<file path="src/rtl/core/sharpen_filter_3x3_macros.svh">
// assertion macros for the sharpen filter rtl
`ifndef SHARPEN_FILTER_3X3_MACROS_SVH
`define SHARPEN_FILTER_3X3_MACROS_SVH
`ifndef SYNTHESIS
// same-cycle implication, disabled in reset
`define SF3_ASSERT_IMPL(name, clk, rst_n, ante, cons) \
    name: assert property (@(posedge clk) disable iff (!rst_n) (ante) |-> (cons)) \
        else $error("sf3 assertion failed");
// next-cycle implication, disabled in reset
`define SF3_ASSERT_NEXT(name, clk, rst_n, ante, cons) \
    name: assert property (@(posedge clk) disable iff (!rst_n) (ante) |=> (cons)) \
        else $error("sf3 assertion failed");
`else
`define SF3_ASSERT_IMPL(name, clk, rst_n, ante, cons)
`define SF3_ASSERT_NEXT(name, clk, rst_n, ante, cons)
`endif
`endif

</file>
<file path="src/rtl/core/sf3_pkg.sv">
// shared types and constants of the sharpen filter
package sf3_pkg;

    localparam int PIX_W      = 8;
    localparam int OUT_ROW_W  = 12;
    localparam int OUT_COL_W  = 10;
    localparam int CFG_ADDR_W = 2;
    localparam int CFG_DATA_W = 13;
    localparam int FW_W       = 11;
    localparam int FH_W       = 13;

    typedef logic [PIX_W-1:0]      pixel_t;
    typedef logic [OUT_ROW_W-1:0]  row_out_t;
    typedef logic [OUT_COL_W-1:0]  col_out_t;
    typedef logic [CFG_ADDR_W-1:0] cfg_addr_t;

    // 3x3 neighborhood, [row][col], col 2 is the newest pixel
    typedef pixel_t [2:0][2:0] window_t;

    // register indexes of the write port
    localparam cfg_addr_t CFG_FRAME_WIDTH  = 2'd0;
    localparam cfg_addr_t CFG_FRAME_HEIGHT = 2'd1;
    localparam cfg_addr_t CFG_MAX_GREY     = 2'd2;

    localparam logic [FW_W-1:0] RST_FRAME_WIDTH  = 11'd640;
    localparam logic [FH_W-1:0] RST_FRAME_HEIGHT = 13'd480;
    localparam pixel_t          RST_MAX_GREY     = 8'd255;

endpackage

</file>
<file path="src/rtl/core/sf3_kernel.sv">
// laplacian sharpen kernel with clamp to [0, max grey]
module sf3_kernel
(
    input  sf3_pkg::window_t win,
    input  sf3_pkg::pixel_t  max_grey,
    output sf3_pkg::pixel_t  value
);

    logic [11:0]        sum;
    logic [11:0]        center_x10;
    logic signed [12:0] acc;

    always_comb
    begin
        sum = '0;
        for (int i = 0; i < 3; i++)
        begin
            for (int j = 0; j < 3; j++)
            begin
                sum = sum + 12'(win[i][j]);
            end
        end
    end

    // 10*center - sum of all nine = 9*center - neighbors
    assign center_x10 = {1'b0, win[1][1], 3'b000} + {3'b000, win[1][1], 1'b0};
    assign acc        = $signed({1'b0, center_x10}) - $signed({1'b0, sum});

    always_comb
    begin
        priority if (acc < 13'sd0)
        begin
            value = '0;
        end
        else if (acc > $signed({5'b00000, max_grey}))
        begin
            value = max_grey;
        end
        else
        begin
            value = acc[7:0];
        end
    end

endmodule
</file>
<file path="config.mk">
export PLATFORM = sky130hd
export DESIGN_NAME = sf3_kernel
export DESIGN_NICKNAME = d
export VERILOG_FILES = /design/src/rtl/core/sharpen_filter_3x3_macros.svh /design/src/rtl/core/sf3_pkg.sv /design/src/rtl/core/sf3_kernel.sv
export SDC_FILE = /design/constraint.sdc
export NUM_CORES = 1
export LEC_CHECK = 0
export BUFFER_PORTS_ARGS = -buffer_cell sky130_fd_sc_hd__buf_2
export CORE_MARGIN = 3
export CORE_UTILIZATION = 45
export DETAILED_ROUTE_END_ITERATION = 10
export PLACE_DENSITY = 0.77
export SYNTH_ARGS = -nofsm -noshare
export SYNTH_HDL_FRONTEND = slang
export SYNTH_SLANG_ARGS = --single-unit
export TNS_END_PERCENT = 50
</file>
<file path="constraint.sdc">
create_clock -name vclk -period 8.48
set_input_delay 1.696 -clock vclk [all_inputs]
set_output_delay 1.696 -clock vclk [all_outputs]
set_load 0.02 [all_outputs]
</file>
==> impl_metrics.ini <==
[yosys]
synth.largest_area_cell = fa_1
synth_common_cells = inv_1, fa_1, ha_1
synth_compound_area_share_pct = 9.526
synth.avg_cell_area_um2 = 9.238
yosys_warnings = 0
synth_most_common_cell = inv_1
synth_top_family_by_area = adder cells
syn_inst = 300
synthAdderAreaFrac_pct = 62.75
synthMuxAreaShare_pct = 3.251
yosysUniqueCellTypes = 35
syn_area_um2 = 2771
yosys.area_share.simple_pct = 6.095
synth_nets = 477
netlist.area_leader.share_pct = 50.56
synth_area_leaders = fa_1, inv_1, ha_1
seq_area_frac_synth_pct = 0
synth_xor_area_share_pct = 2.212

[worst_setup_path]
end_kind = output port
criticalPathCategory = in -> out
critPathMostFrequentCell = fa_1
startpoint_type = input pin
cp_max_fo = 3
worst_ep_required_time_ns = 6.78
cp-startpoint = win[57]
max_stage_delay_ns = 0.56
arrival_ns = 7.18
crit_slowest_cell = fa_1

[timing]
fin_crit_sh_pct = 104.7
grt_setup_unrepaired = yes
layout_setup_ws_ns = -0.4006
post-route-min-period_ns = 8.881
tightest_slew_ns = 0.3412
hold_violations = 0
setup_viol = 8
fmax_mhz = 112.6
finalMaxSlewViolations = 0
maxSlewHeadroom_pct = 77.25

[finish]
multi_input_area_um2 = 2551
utilization_pct = 66.91
nClkBuffers = 0
drive_above_1_share_pct = 41.37
area_growth_pct = 38.65
seq_cells = 0
antenna_cells = 0
regArea_um2 = 0
fin_nets = 602
fillers = 481
final_area_um2 = 3842

[global_route]
grt_use_total_pct = 17.74
grt_max_degree = 17
grt_pass1_wl_mm = 10.62
antenna_found_initial = 0
grt_pass1_vias = 2630
grt_overflow = 0

[placement]
dp_hpwl_mm = 5.508
port_buffers = 88
post_dp_cell_area_um2 = 3646
gp_congestion = 0.7514

[die]
rows = 27
die_w_um = 84.48
coreArea_um2 = 5743
fp.dieH_um = 84.48
initial_utilization_pct = 48.26
ioPinCount = 88
die_area_um2 = 7136

[min_path]
hold_start = max_grey[6]
min_path_type = in -> out

[routing]
drtPass1Iterations = 4
first_iter_violations = 27
wire_per_inst_um = 12.10
wl_mm = 5.988
dr_total_vias = 2275
drc = 0
viasPerCell = 4.596
ant_nets = 0

[status]
violations = negative setup slack
status = complete, but fails checks

[flow_run]
drv_cap = 0
## placed cells by master (no fill, tap or decap), drive strengths merged, types with 3 or more instances in the layout
cell type	n
ha	27
a211oi	3
xnor2	5
nor2b	3
nor2	7
buf	124
a21o	5
inv	118
fa	70
a21oi	6
nand2	20
mux2i	9
nand3	3
o21ai	6
## critical path, delay by kind of cell
kind,cells,cell delay [ns]
compound gates,5,0.79
buf+inv,7,0.67
simple gates,3,0.37
xor+xnor,1,0.19
mux,1,0.21
fa+ha+maj,8,3.26
## path summary, 6_finish.rpt
| path | end | cells after the start | slack [ns] |
|---|---|---|---|
| max | value[1] | 25 | -0.40 |
| min | value[6] | 4 | 3.77 |
## kinds of logic after synthesis
family | after synthesis
AOI/OAI and AO/OA | 31
xor gates and xnor gates | 7
adders and majority gates | 97
buffers and inverters | 119
muxes | 9
and+or+nand+nor | 37
## final cells by class
class / instances / area share [%]
well taps: 72 / 2.345
multi-input cells: 181 / 66.40
inverters: 118 / 11.72
repair buffers: 124 / 19.54
## routing by layer
layer / vias to the layer above / global-route usage (%) / wire (um)
li1: 1116 / - / -
met1: 1095 / 18.61 / 2107
met2: 58 / 38.67 / 3577
met3: 6 / 1.276 / 254
met4: 0 / 1.583 / 48
met5: - / 0 / 0
## what timing repair did
| item | in CTS | in global routing |
|---|---|---|
| gates resized for setup | 23 | 13 |
| buffers inserted | 1 | 2 |
| pin swaps | 12 | 10 |
| setup endpoints to repair | 8 | 8 |
| endpoints found under the hold margin | 0 | 0 |
| gates cloned | 0 | 0 |
| hold buffers | 0 | 0 |
## stage by stage
stage / TNS (ns) / worst slack (ns) / hold slack, ns / std cells
final: -2.992 / -0.4006 / 3.770 / 495
after global routing: -4.396 / -0.5748 / 3.797 / 495
after CTS: -2.665 / -0.3566 / 3.772 / 493
after detailed placement: -4.817 / -0.6310 / 3.771 / 492
after global placement: -3.585 / -0.4606 / 3.766 / 492
after floorplan: -3.757 / -0.4696 / 3.553 / 300
Power is left out: the tool's default activity adds up to more than one toggle a clock period on the data nets, which glitch-free logic cannot reach.
